--- src/hdl/track_match_trigger_assert.svh ---
// ----------------------------------------------------------------------------
// Assertion macros shared by the track match trigger RTL.
// ----------------------------------------------------------------------------
`ifndef TRACK_MATCH_TRIGGER_ASSERT_SVH
`define TRACK_MATCH_TRIGGER_ASSERT_SVH

// The consequent must hold in the same cycle as the antecedent.
`define TMT_ASSERT_NOW(lbl, ante, cons) \
    lbl: assert property (@(posedge clk) disable iff (!rst_n) (ante) |-> (cons)) \
        else $error("track match trigger: same-cycle check failed");

// The consequent must hold in the cycle after the antecedent.
`define TMT_ASSERT_NEXT(lbl, ante, cons) \
    lbl: assert property (@(posedge clk) disable iff (!rst_n) (ante) |=> (cons)) \
        else $error("track match trigger: next-cycle check failed");

`endif

--- src/hdl/tmt_pkg.sv ---
// ----------------------------------------------------------------------------
// tmt_pkg
// Constants, payload types and helpers of the track match trigger.
// ----------------------------------------------------------------------------
package tmt_pkg;

    localparam int NUM_CELLS        = 64;
    localparam int BARREL_TOF_COUNT = 88;
    localparam int ENDCAP_TOF_COUNT = 24;
    localparam int BARREL_EMC_COUNT = 30;
    localparam int ENDCAP_EMC_COUNT = 16;
    localparam int OPPOSITE_WINDOW  = 7;

    localparam int BB_OFFSET = (NUM_CELLS / 2) - (OPPOSITE_WINDOW / 2);
    localparam int TOF_TOTAL = BARREL_TOF_COUNT + 2 * ENDCAP_TOF_COUNT;
    localparam int EMC_TOTAL = BARREL_EMC_COUNT + 2 * ENDCAP_EMC_COUNT;

    localparam int CELL_W    = $clog2(NUM_CELLS);
    localparam int TOF_IDX_W = $clog2(TOF_TOTAL);
    localparam int EMC_IDX_W = $clog2(EMC_TOTAL);

    // Map offsets: barrel first, then east, then west.
    localparam int TOF_BASE_BARREL = 0;
    localparam int TOF_BASE_EAST   = BARREL_TOF_COUNT;
    localparam int TOF_BASE_WEST   = BARREL_TOF_COUNT + ENDCAP_TOF_COUNT;
    localparam int EMC_BASE_BARREL = 0;
    localparam int EMC_BASE_EAST   = BARREL_EMC_COUNT;
    localparam int EMC_BASE_WEST   = BARREL_EMC_COUNT + ENDCAP_EMC_COUNT;

    localparam logic [2:0] REQ_LOAD  = 3'd0;
    localparam logic [2:0] REQ_LONG  = 3'd1;
    localparam logic [2:0] REQ_SHORT = 3'd2;
    localparam logic [2:0] REQ_TOF   = 3'd3;
    localparam logic [2:0] REQ_EMC   = 3'd4;
    localparam logic [2:0] REQ_EVAL  = 3'd5;

    localparam logic [1:0] REGION_EAST   = 2'd0;
    localparam logic [1:0] REGION_BARREL = 2'd1;
    localparam logic [1:0] REGION_WEST   = 2'd2;

    localparam int         CFG_ADDR_W         = 3;
    localparam logic [2:0] CFG_ENDCAP_MODE    = 3'd0;

    typedef struct packed {
        logic [2:0] req_type;
        logic [1:0] region;
        logic [5:0] cell_req;
        logic [6:0] hit_id;
        logic [6:0] tof_low;
        logic [6:0] tof_high;
        logic [4:0] emc_low;
        logic [4:0] emc_high;
    } tmt_in_t;

    typedef struct packed {
        logic a_at_least_one;
        logic a_at_least_two;
        logic a_back_to_back;
        logic b_at_least_one;
        logic b_at_least_two;
        logic b_back_to_back;
        logic c_at_least_one;
        logic c_at_least_two;
        logic c_back_to_back;
    } tmt_out_t;

    typedef struct packed {
        logic [4:0] emc_high;
        logic [4:0] emc_low;
        logic [6:0] tof_high;
        logic [6:0] tof_low;
    } tmt_row_t;

    // One memory word holds the rows of all three regions for one cell.
    typedef tmt_row_t [2:0] tmt_row_set_t;

    typedef struct packed {
        logic              wr_en;
        logic [1:0]        wr_region;
        logic [CELL_W-1:0] wr_cell;
        tmt_row_t          wr_row;
        logic              rd_en;
        logic [CELL_W-1:0] rd_cell;
    } tmt_ram_req_t;

    typedef struct packed {
        logic w_emc;
        logic w_tof;
        logic e_emc;
        logic e_tof;
        logic b_emc;
        logic b_tof;
    } tmt_match_t;

    // Inclusive range test; a low bound above the high bound wraps around.
    function automatic logic in_range(logic [6:0] id, logic [6:0] lo, logic [6:0] hi);
        logic res;
        if (lo <= hi)
            res = (id >= lo) && (id <= hi);
        else
            res = (id >= lo) || (id <= hi);
        return res;
    endfunction

endpackage

--- src/hdl/tmt_cell_match.sv ---
// ----------------------------------------------------------------------------
// tmt_cell_match
// Matches one cell's three table rows against the TOF and EMC hit maps.
// ----------------------------------------------------------------------------
module tmt_cell_match (
    input  tmt_pkg::tmt_row_set_t            rows,
    input  logic [tmt_pkg::TOF_TOTAL-1:0]    tof_map,
    input  logic [tmt_pkg::EMC_TOTAL-1:0]    emc_map,
    output tmt_pkg::tmt_match_t              match
);

    always_comb
    begin
        match = '0;
        for (int id = 0; id < tmt_pkg::BARREL_TOF_COUNT; id++)
        begin
            if (tof_map[tmt_pkg::TOF_BASE_BARREL + id] &&
                tmt_pkg::in_range(7'(id), rows[1].tof_low, rows[1].tof_high))
                match.b_tof = 1'b1;
        end
        for (int id = 0; id < tmt_pkg::ENDCAP_TOF_COUNT; id++)
        begin
            if (tof_map[tmt_pkg::TOF_BASE_EAST + id] &&
                tmt_pkg::in_range(7'(id), rows[0].tof_low, rows[0].tof_high))
                match.e_tof = 1'b1;
            if (tof_map[tmt_pkg::TOF_BASE_WEST + id] &&
                tmt_pkg::in_range(7'(id), rows[2].tof_low, rows[2].tof_high))
                match.w_tof = 1'b1;
        end
        for (int id = 0; id < tmt_pkg::BARREL_EMC_COUNT; id++)
        begin
            if (emc_map[tmt_pkg::EMC_BASE_BARREL + id] &&
                tmt_pkg::in_range(7'(id), {2'b00, rows[1].emc_low},
                                  {2'b00, rows[1].emc_high}))
                match.b_emc = 1'b1;
        end
        for (int id = 0; id < tmt_pkg::ENDCAP_EMC_COUNT; id++)
        begin
            if (emc_map[tmt_pkg::EMC_BASE_EAST + id] &&
                tmt_pkg::in_range(7'(id), {2'b00, rows[0].emc_low},
                                  {2'b00, rows[0].emc_high}))
                match.e_emc = 1'b1;
            if (emc_map[tmt_pkg::EMC_BASE_WEST + id] &&
                tmt_pkg::in_range(7'(id), {2'b00, rows[2].emc_low},
                                  {2'b00, rows[2].emc_high}))
                match.w_emc = 1'b1;
        end
    end

endmodule

--- config.mk ---
export PLATFORM = sky130hd
export DESIGN_NAME = tmt_cell_match
export DESIGN_NICKNAME = d
export VERILOG_FILES = /design/src/hdl/track_match_trigger_assert.svh /design/src/hdl/tmt_pkg.sv /design/src/hdl/tmt_cell_match.sv
export SDC_FILE = /design/constraint.sdc
export NUM_CORES = 1
export LEC_CHECK = 0
export BUFFER_PORTS_ARGS = -buffer_cell sky130_fd_sc_hd__buf_2
export CAP_MARGIN = 20
export CORE_MARGIN = 1.5
export CORE_UTILIZATION = 59
export DETAILED_ROUTE_END_ITERATION = 8
export PLACE_DENSITY = 0.91
export SLEW_MARGIN = 25
export SYNTH_ARGS = -nofsm -noshare
export SYNTH_HDL_FRONTEND = slang
export SYNTH_SLANG_ARGS = --single-unit
--- constraint.sdc ---
create_clock -name vclk -period 12
set_input_delay 3.6 -clock vclk [all_inputs]
set_output_delay 3.6 -clock vclk [all_outputs]
set_load 0.02 [all_outputs]
==> results of run 1 <==
## layer usage
metal	track usage [%]	GRT overflow
met1	63.5	2
met2	77.6	12
met3	44.5	3
met4	50.4	13
met5	20.1	0
## Yosys cell counts (20+ instances only)
cell type / number / share of area [%]
nand2_1: 152 / 6.8
inv_1: 79 / 3.5
buf_2: 28 / 1.7
clkbuf_1: 65 / 2.9
o21a_1: 21 / 1.9
o211ai_1: 44 / 3.9
nor3_1: 42 / 2.5
nor2b_1: 25 / 1.9
o21ai_0: 168 / 10
nand4_1: 47 / 3.5
ha_1: 36 / 5.4
or3_1: 20 / 1.5
a21oi_1: 138 / 8.2
a31oi_1: 23 / 1.7
nor2_1: 104 / 4.7
nand3_1: 74 / 4.4
o2111ai_1: 23 / 2.4
## stage by stage
stage | hold WS (ns) | instances | util [%] | worst slack (ns)
after detailed placement | 7.56 | 1814 | 69.3 | 1.49
after global placement | 7.57 | 1814 | 69.3 | 1.57
after floorplan | 7.42 | 1451 | - | 2.31
after CTS | 7.57 | 1814 | 69.3 | 1.50
## cells by family after synthesis
group / count (synthesis) / synth area share, %
AO/OA/AOI/OAI: 639 / 49.4
AND/OR/NAND/NOR: 576 / 34.4
buffers and inverters: 183 / 8.78
adder cells (fa/ha/maj): 51 / 7.16
multiplexers: 2 / 0.239
==> results_dict.tcl, run 1 <==
set metrics [dict create \
    die_y_um 122 \
    dp_hpwl_um 32200 \
    grt_pass1_vias 13968 \
    grt_max_degree 59 \
    post-cts-setup-buffer-count 0 \
    grt_use_total_pct 60.5 \
    syn_inst 1451 \
    gp_congestion 1.61 \
    cts_hold_buf 0 \
    placed_area_um2 9610 \
    pin_count 276 \
    synth_warnings 0 \
    ys_types 74 \
    grt_pass1_wl_um 71700 \
    grt_overflow 30 \
    status "did not finish" \
    cts.repair.resized 0 \
    synth_area_um2 8390 \
    seq_area_frac_synth_pct 0 \
    error_line "[ERROR GRT-0116] Global routing finished with congestion. Check the congestion regions in the DRC Viewer." \
    lastStage "global routing" \
    rows 43 \
    die_w_um 122 \
    avgSynthCellArea_um2 5.78 \
    synth_nets 1757 \
    start_util_pct 60.5 \
    portBuffers 276 \
]
==> run 2, diff against run 1 <==
--- a/config.mk
+++ b/config.mk
@@ -8,9 +8,9 @@
 export BUFFER_PORTS_ARGS = -buffer_cell sky130_fd_sc_hd__buf_2
 export CAP_MARGIN = 20
 export CORE_MARGIN = 1.5
-export CORE_UTILIZATION = 59
+export CORE_UTILIZATION = 40
 export DETAILED_ROUTE_END_ITERATION = 8
-export PLACE_DENSITY = 0.91
+export PLACE_DENSITY_LB_ADDON = 0.15
 export SLEW_MARGIN = 25
 export SYNTH_ARGS = -nofsm -noshare
 export SYNTH_HDL_FRONTEND = slang
==> run 2 against run 1 <==
The flow now finishes, with violations (design-rule violations); synthesized cell count did not move; area after synthesis is the same.
==> results_dict.tcl, run 2 <==
set metrics [dict create \
    portBuffers 276 \
    tightestPinTransition_ns 1.16 \
    rows 52 \
    synth_nets 1757 \
    crit_type "in -> out" \
    drt_iter0_drc 2223 \
    start_util_pct 41.1 \
    status "finished with violations" \
    routed_wl_um 50500 \
    detail-route-antenna-nets 0 \
    n_antenna_cell 0 \
    hold_violations 0 \
    pin_count 276 \
    synth_area_leaders "o21ai_0 10%, a21oi_1 8.2%, nand2_1 6.8%" \
    wl_per_cell_um 26.3 \
    post-cts-setup-buffer-count 0 \
    vdd_drop_max_uv 18.3 \
    dp_slack_ns 1.41 \
    slew_headroom_pct 22.2 \
    worstHoldStart "emc_map[1]" \
    seq_area_frac_synth_pct 0 \
    syn_inst 1451 \
    worst_setup_path_startpoint "rows[37]" \
    dp_hpwl_um 39200 \
    area_delta_synth_final_pct 17.4 \
    cts_hold_buf 0 \
    met1_usage_pct 54.9 \
    synth_top_cell_by_area "o21ai_0" \
    fin_crit_sh_pct 90.8 \
    critPathLaunchType "input pin" \
    synth_warnings 0 \
    gp_congestion 1.12 \
    whs_endpoint "match[1]" \
    vias_per_cell 7.27 \
    drt_first_pass_iters 9 \
    cp_data_arrival_time_ns 7.29 \
    min_path_cells 4 \
    setup.worst_path.end_class "primary output" \
    hold_path_class "in -> out" \
    fmax_mhz 91.8 \
    avgSynthCellArea_um2 5.78 \
    p_leak_nw 4.09 \
    final-seq-area_um2 0 \
    coreArea_um2 20400 \
    layout-drive-gt1-share_pct 19.2 \
    cp_slowest_cell "clkinv_1" \
    die_y_um 148 \
    synth_area_um2 8390 \
    grt_use_total_pct 43.3 \
    vias 13952 \
    setup_ws_ns 1.11 \
    top_usage_layer "met2" \
    grt_overflow 0 \
    cts.repair.resized 0 \
    path_max_fanout 29 \
    grt_pass1_vias 12849 \
    die_area_um2 21900 \
    synth_top_cell_area_share_pct 10.0 \
    final_cell_mix "276 x buf_2, 168 x o21ai_0, 152 x nand2_1, 138 x a21oi_1, 104 x nor2_1" \
    die_w_um 148 \
    worstPathCellList "buf_2 > clkinv_1 > ha_1 > nand4_1 > a21oi_1 > o31ai_1 > buf_4 > a41oi_1 > and4bb_1 > nand4_1 > or4_1 > buf_2" \
    grt_max_degree 32 \
    maxCapViolCount 0 \
    drc 13 \
    layout.cells.most_common "buf_2" \
    grtUsageMet3_pct 15.1 \
    fin_crit_ns 10.89 \
    design.seq.count 0 \
    violations "design-rule violations" \
    grtUsageMet2_pct 64.3 \
    antenna_found_initial 2 \
    cp.required_ns 8.40 \
    clockBufferCount 0 \
    finalMaxSlewViolations 0 \
    fin_tns_setup_ns 0 \
    ys_types 74 \
    layout.nets 1957 \
    synth_commonest_cells "168 x o21ai_0, 152 x nand2_1, 138 x a21oi_1" \
    finalSetupViolCount 0 \
    yosysMostFrequentCell "o21ai_0" \
    cellPowerDensity_nw_per_um2 41.9 \
    rsz0062_at_grt "false" \
    critPathMaxStageDelay_ns 0.66 \
    grt_pass1_wl_um 74600 \
]
-- run 2: kinds of logic (layout without fill, tap and decap cells) --
group                      after synthesis  after routing  synth area share, %
AOI/OAI and AO/OA                      639            639                 49.4
adders and majority gates               51             51                 7.16
buffers and inverters                  183            381                 8.78
muxes                                    2              2                0.239
and+or+nand+nor                        576            576                 34.4
-- run 2: area by class of cell --
class	instances	area, um^2
fill	2213	10600
inverter	86	323
multi-input combinational	1268	7670
tap	270	338
timing repair buffer	295	1520
-- run 2: how the worst max path moves through the flow --
stage,end,slack [ns]
global route,match[0],1.13
finish,match[0],1.11
floorplan,match[4],2.31
global placement,match[0],1.34
CTS,match[0],1.41
detailed placement,match[0],1.41
-- run 2: through the flow --
stage	instances	hold WS (ns)	total power (W)	cell area (um^2)	util (%)
floorplan	1451	7.42	0.000222	8390	-
global placement	1919	7.58	0.000392	9840	48.2
detailed placement	1919	7.57	0.000385	9850	48.2
CTS	1919	7.58	0.000387	9850	48.2
global route	1919	7.59	0.000433	9850	48.2
finish	1919	7.58	0.000413	9850	48.2
-- run 2: worst max-delay path, delay by kind of cell --
kind | cells | cell delay [ns]
compound gates | 3 | 0.39
buf+inv | 4 | 1.57
simple gates | 4 | 1.17
fa+ha+maj | 1 | 0.53
-- run 2: routing by layer --
| layer | wire, um | vias to the layer above |
|---|---|---|
| met4 | 3660 | 4 |
| met5 | 27 | - |
| met3 | 8470 | 318 |
| li1 | - | 6033 |
| met1 | 18400 | 6174 |
| met2 | 19900 | 1423 |
-- run 2: report_power, final --
| group | switching [W] | total [W] | leakage [nW] | internal [W] |
|---|---|---|---|---|
| combinational | 0.000275 | 0.000413 | 4.09 | 0.000138 |
| sequential | 0 | 0 | 0 | 0 |
| clock | 0 | 0 | 0 | 0 |
Note: power is estimated with default switching activity, not from simulation.
==> run 3, diff against run 2 <==
--- a/config.mk
+++ b/config.mk
@@ -5,6 +5,7 @@
 export SDC_FILE = /design/constraint.sdc
 export NUM_CORES = 1
 export LEC_CHECK = 0
+export ABC_AREA = 1
 export BUFFER_PORTS_ARGS = -buffer_cell sky130_fd_sc_hd__buf_2
 export CAP_MARGIN = 20
 export CORE_MARGIN = 1.5
==> run 3 against run 2 <==
The run now ends clean; maximum frequency grew 3.8%; combinational power grew 2%; die area grew 3.4%; worst hold slack gained 0.064 ns; area after synthesis grew 3.4%; critical path type unchanged; critical endpoint unchanged; largest power group unchanged.
==> results_dict.tcl, run 3 <==
set metrics [dict create \
    grt_max_degree 50 \
    vias 13061 \
    finalMaxSlewViolations 0 \
    synth_top_cell_area_share_pct 34.6 \
    rows 53 \
    layout.nets 2458 \
    synth_warnings 0 \
    drc 0 \
    synth_commonest_cells "799 x nand2_1, 225 x inv_1, 206 x nor2_1" \
    synthMuxAreaShare_pct 0 \
    drt_iter0_drc 928 \
    maxCapViolCount 0 \
    syn_inst 1916 \
    crit_type "in -> out" \
    die_w_um 150 \
    rsz0062_at_grt "false" \
    setup.worst_path.end_class "primary output" \
    clockPowerShare_pct 0 \
    finalSetupViolCount 0 \
    seq_area_frac_synth_pct 0 \
    die_area_um2 22600 \
    whs_ns 7.64 \
    sw_frac_of_total_pct 65.7 \
    synth_compound_area_share_pct 24.5 \
    synth_nets 2222 \
    fill_cells 2538 \
    vdd_drop_max_uv 23.7 \
    slew_headroom_pct 40.6 \
    portBuffers 276 \
    fin_crit_ns 10.50 \
    fin_crit_sh_pct 87.5 \
    critPathLaunchType "input pin" \
    p_leak_nw 6.10 \
    combPwrFrac_pct 100.0 \
    cellPowerDensity_nw_per_um2 41.2 \
    synth_top_cell_by_area "nand2_1" \
    gp_congestion 1.05 \
    whs_endpoint "match[5]" \
    cts.repair.resized 0 \
    layout-drive-gt1-share_pct 15.6 \
    dp_hpwl_um 31800 \
    grt_pass1_vias 11324 \
    worst_setup_path_startpoint "rows[37]" \
    post-cts-setup-buffer-count 0 \
    grt_pass1_wl_um 59300 \
    cp_data_arrival_time_ns 6.90 \
    routed_wl_um 39000 \
    min_path_cells 5 \
    synth_area_um2 8680 \
    yosysMostFrequentCell "nand2_1" \
    ys_types 42 \
    hold_violations 0 \
    hold_path_class "in -> out" \
    synth_xor_area_share_pct 0 \
    fin_tns_setup_ns 0 \
    layout.cells.most_common "nand2_1" \
    p_int_w 0.000145 \
    fmax_mhz 95.3 \
    tightestPinTransition_ns 0.888 \
    p_switching_w 0.000278 \
    vias_per_cell 5.37 \
    cp.required_ns 8.40 \
    final_cell_mix "798 x nand2_1, 276 x buf_2, 225 x inv_1, 206 x nor2_1, 194 x o21ai_0" \
    synth_fa_ha_area_share_pct 5.19 \
    clockBufferCount 0 \
    synth_area_leaders "nand2_1 35%, o21ai_0 11%, inv_1 9.7%" \
    status "finished, final reports clean" \
    antenna_found_initial 8 \
    start_util_pct 41.0 \
    design.seq.count 0 \
    pin_count 276 \
    final-seq-area_um2 0 \
    cts_hold_buf 0 \
    synth_top_family_by_area "simple AND/OR/NAND/NOR gates" \
    wl_per_cell_um 16.0 \
    avgSynthCellArea_um2 4.53 \
    die_y_um 150 \
    grt_overflow 0 \
    drt_first_pass_iters 7 \
    area_delta_synth_final_pct 18.3 \
    worstHoldStart "emc_map[46]" \
    detail-route-antenna-nets 0 \
    grt_use_total_pct 33.0 \
    power_frac_seq_pct 0 \
    synth-simple-area-share_pct 57.3 \
    coreArea_um2 21200 \
    path_max_fanout 49 \
]
## run 3: cell types whose count changed in the layout (fill, tap and decap cells not counted), moves of 23 or more
cell,before,now
a21oi_1,138,77
nand3_1,74,134
o21ai_0,168,194
nor2b_1,25,0
inv_1,79,225
o211ai_1,44,9
nor3_1,40,9
o2111ai_1,23,0
nand4_1,47,21
nand2_1,152,798
nor2_1,104,206
## run 3: power groups by stage
| stage | Combinational [W] | Sequential, W | Clock, W |
|---|---|---|---|
| 3_3_place_gp | 0.000410 | 0 | 0 |
| 5_1_grt | 0.000474 | 0 | 0.0000000000335 |
| 4_1_cts | 0.000414 | 0 | 0 |
| 2_1_floorplan | 0.000274 | 0 | 0 |
| 6_report | 0.000423 | 0 | 0.0000000000670 |
| 3_5_place_dp | 0.000413 | 0 | 0 |
## run 3: routing by layer
metal | part of all wire (%) | wire length [um] | vias to the layer above | global-route usage, %
met5 | 0.059 | 23 | - | 0
met4 | 3.6 | 1420 | 4 | 11.8
li1 | - | - | 6626 | -
met2 | 44 | 17100 | 641 | 54.0
met3 | 9.4 | 3680 | 84 | 3.58
met1 | 43 | 16700 | 5706 | 44.7
## run 3: layout make-up
| type | count | area (um^2) | area share (%) |
|---|---|---|---|
| inverter | 238 | 900 | 8.76 |
| antenna | 7 | 17.5 | 0.171 |
| multi-input combinational | 1630 | 7560 | 73.7 |
| timing repair buffer | 282 | 1440 | 14.0 |
| tap | 275 | 344 | 3.35 |
## run 3: critical path, cell delays in order
cell,delay [ns]
buf_2,0.36
inv_2,0.26
ha_1,0.37
nand2_1,0.07
nor2_1,0.13
nand4_1,0.11
nand2_2,0.63
buf_12,0.31
nand2_1,0.07
nand2_1,0.08
nand2_1,0.05
nor2_1,0.18
nand2_1,0.07
nor2_1,0.09
nand2_1,0.07
nor2_1,0.08
nand2_1,0.13
buf_2,0.20
## run 3: cells by family (layout without fill, tap and decap cells)
kind of cell    Yosys count  after routing
compound gates          376            376
fa+ha+maj                36             36
buf+inv                 286            520
other cells               0              7
simple gates           1218           1218
## run 3: worst max path at each step
stage,slack (ns),endpoint,cells after the start
6_report,1.50,match[0],18
5_1_grt,1.29,match[0],18
4_1_cts,1.64,match[0],18
3_5_place_dp,1.64,match[0],18
3_3_place_gp,1.70,match[0],18
2_1_floorplan,2.70,match[0],20
## run 3: through the flow
step	area (um^2)	util, %	power [W]	cells	worst slack (ns)
floorplan	8680	-	0.000274	1916	2.70
global placement	10200	48.4	0.000410	2425	1.70
detailed placement	10200	48.4	0.000413	2425	1.64
CTS	10200	48.4	0.000414	2425	1.64
global route	10300	48.5	0.000474	2428	1.29
finish	10300	48.5	0.000423	2432	1.50
==> run 4, diff against run 3 <==
--- a/config.mk
+++ b/config.mk
@@ -11,6 +11,7 @@
 export CORE_MARGIN = 1.5
 export CORE_UTILIZATION = 40
 export DETAILED_ROUTE_END_ITERATION = 8
+export MAX_ROUTING_LAYER = met4
 export PLACE_DENSITY_LB_ADDON = 0.15
 export SLEW_MARGIN = 25
 export SYNTH_ARGS = -nofsm -noshare
==> run 4 against run 3 <==
Maximum frequency rose by 0.66%; worst hold slack got worse by 0.0030 ns; critical path type unchanged; cell area fell by 0.17%; critical endpoint unchanged; count of clock-buffer cells in the layout did not move; total power fell by 0.73%; non-clock buffer count fell by 2.
==> results_dict.tcl, run 4 (synthesis gave the netlist of run 3 again) <==
set metrics [dict create \
    die_w_um 150 \
    die_y_um 150 \
    final-seq-area_um2 0 \
    hold_violations 0 \
    final_cells 2429 \
    status "finished, final reports clean" \
    layout.cells.most_common "nand2_1" \
    cp_data_arrival_time_ns 6.83 \
    grt_pass1_vias 11326 \
    setup.worst_path.end_class "primary output" \
    maxCapViolCount 0 \
    rows 53 \
    cellPowerDensity_nw_per_um2 41.0 \
    vdd_drop_max_uv 22.5 \
    stdcell_area_um2 10200 \
    gp_congestion 1.06 \
    cts.repair.resized 0 \
    drt_first_pass_iters 6 \
    rsz0062_at_grt "false" \
    fin_crit_ns 10.43 \
    design.seq.count 0 \
    grt_pass1_wl_um 59100 \
    cp_top_family "simple AND/OR/NAND/NOR gates" \
    place_inst 2423 \
    vias 13019 \
    routed_wl_um 38400 \
    whs_ns 7.64 \
    cp.required_ns 8.40 \
    wl_per_cell_um 15.8 \
    tightestPinTransition_ns 0.896 \
    worst-path-buf-inv 5 \
    cp_slowest_cell "nand2_2" \
    worstPathCellList "buf_2 > inv_2 > ha_1 > nand2_1 > inv_1 > a21oi_1 > nand2_1 > nand2_2 > buf_12 > nand2_1 > nand2_1 > nand2_1 > nor2_1 > nand2_1 > nor2_1 > nand2_1 > nor2_1 > nand2_1 > buf_2" \
    min_path_cells 5 \
    grt_overflow 0 \
    fin_crit_sh_pct 86.9 \
    pin_count 276 \
    dp_hpwl_um 31400 \
    final_cell_mix "798 x nand2_1, 276 x buf_2, 225 x inv_1, 206 x nor2_1, 194 x o21ai_0" \
    fin_tns_setup_ns 0 \
    placed_area_um2 10200 \
    finalSetupViolCount 0 \
    fmax_mhz 95.9 \
    drt_iter0_drc 1015 \
    worstHoldStart "emc_map[46]" \
    p_leak_nw 6.08 \
    die_area_um2 22600 \
    path_max_fanout 50 \
    start_util_pct 41.0 \
    antenna_found_initial 4 \
    critPathMaxStageDelay_ns 0.55 \
    vias_per_cell 5.36 \
    coreArea_um2 21200 \
    finalMaxSlewViolations 0 \
    total_power_w 0.000420 \
    drc 0 \
    grt_max_degree 51 \
    clockBufferCount 0 \
    crit_type "in -> out" \
    cts_hold_buf 0 \
    detail-route-antenna-nets 0 \
    area_delta_synth_final_pct 18.1 \
    slew_headroom_pct 40.1 \
    layout-drive-gt1-share_pct 15.5 \
    post-cts-setup-buffer-count 0 \
    cpMostUsedCell "nand2_1" \
    whs_endpoint "match[5]" \
    portBuffers 276 \
    hold_path_class "in -> out" \
    critPathLaunchType "input pin" \
    layout.nets 2456 \
    grt_use_total_pct 33.8 \
]
==> run 4: how the worst max path moves through the flow <==
stage | cells after the start | endpoint | from | slack (ns)
after global routing | 18 | match[0] | rows[37] | 1.33
after detailed placement | 18 | match[0] | rows[37] | 1.69
final | 19 | match[0] | rows[37] | 1.57
after global placement | 18 | match[0] | rows[37] | 1.67
after CTS | 18 | match[0] | rows[37] | 1.69
after floorplan | 20 | match[0] | rows[37] | 2.70
==> run 4: cell type report <==
cell class / instances / area (um^2)
well taps: 275 / 344
inverters: 238 / 900
multi-input cells: 1630 / 7560
repair buffers: 280 / 1420
diodes: 6 / 15.0
fillers: 2512 / 10900
==> run 4: metrics by stage <==
stage	util [%]	worst slack (ns)
floorplan	-	2.70
global placement	48.3	1.67
detailed placement	48.3	1.69
CTS	48.3	1.69
global route	48.4	1.33
finish	48.4	1.57
==> run 4: power by group <==
| group | total [W] | switching, W | internal [W] |
|---|---|---|---|
| clock | 0.0000000000670 | 0 | 0.0000000000669 |
| sequential | 0 | 0 | 0 |
| combinational | 0.000420 | 0.000275 | 0.000145 |
| total | 0.000420 | 0.000275 | 0.000145 |
==> run 4: metal layers <==
metal  GRT usage (%)  vias to the layer above  part of all wire, %
met3            4.06                      110                   11
met4            11.1                        0                  4.1
met1            44.3                     5598                   42
met2            53.6                      694                   43
met5               -                        -                    0
li1                -                     6617                    -
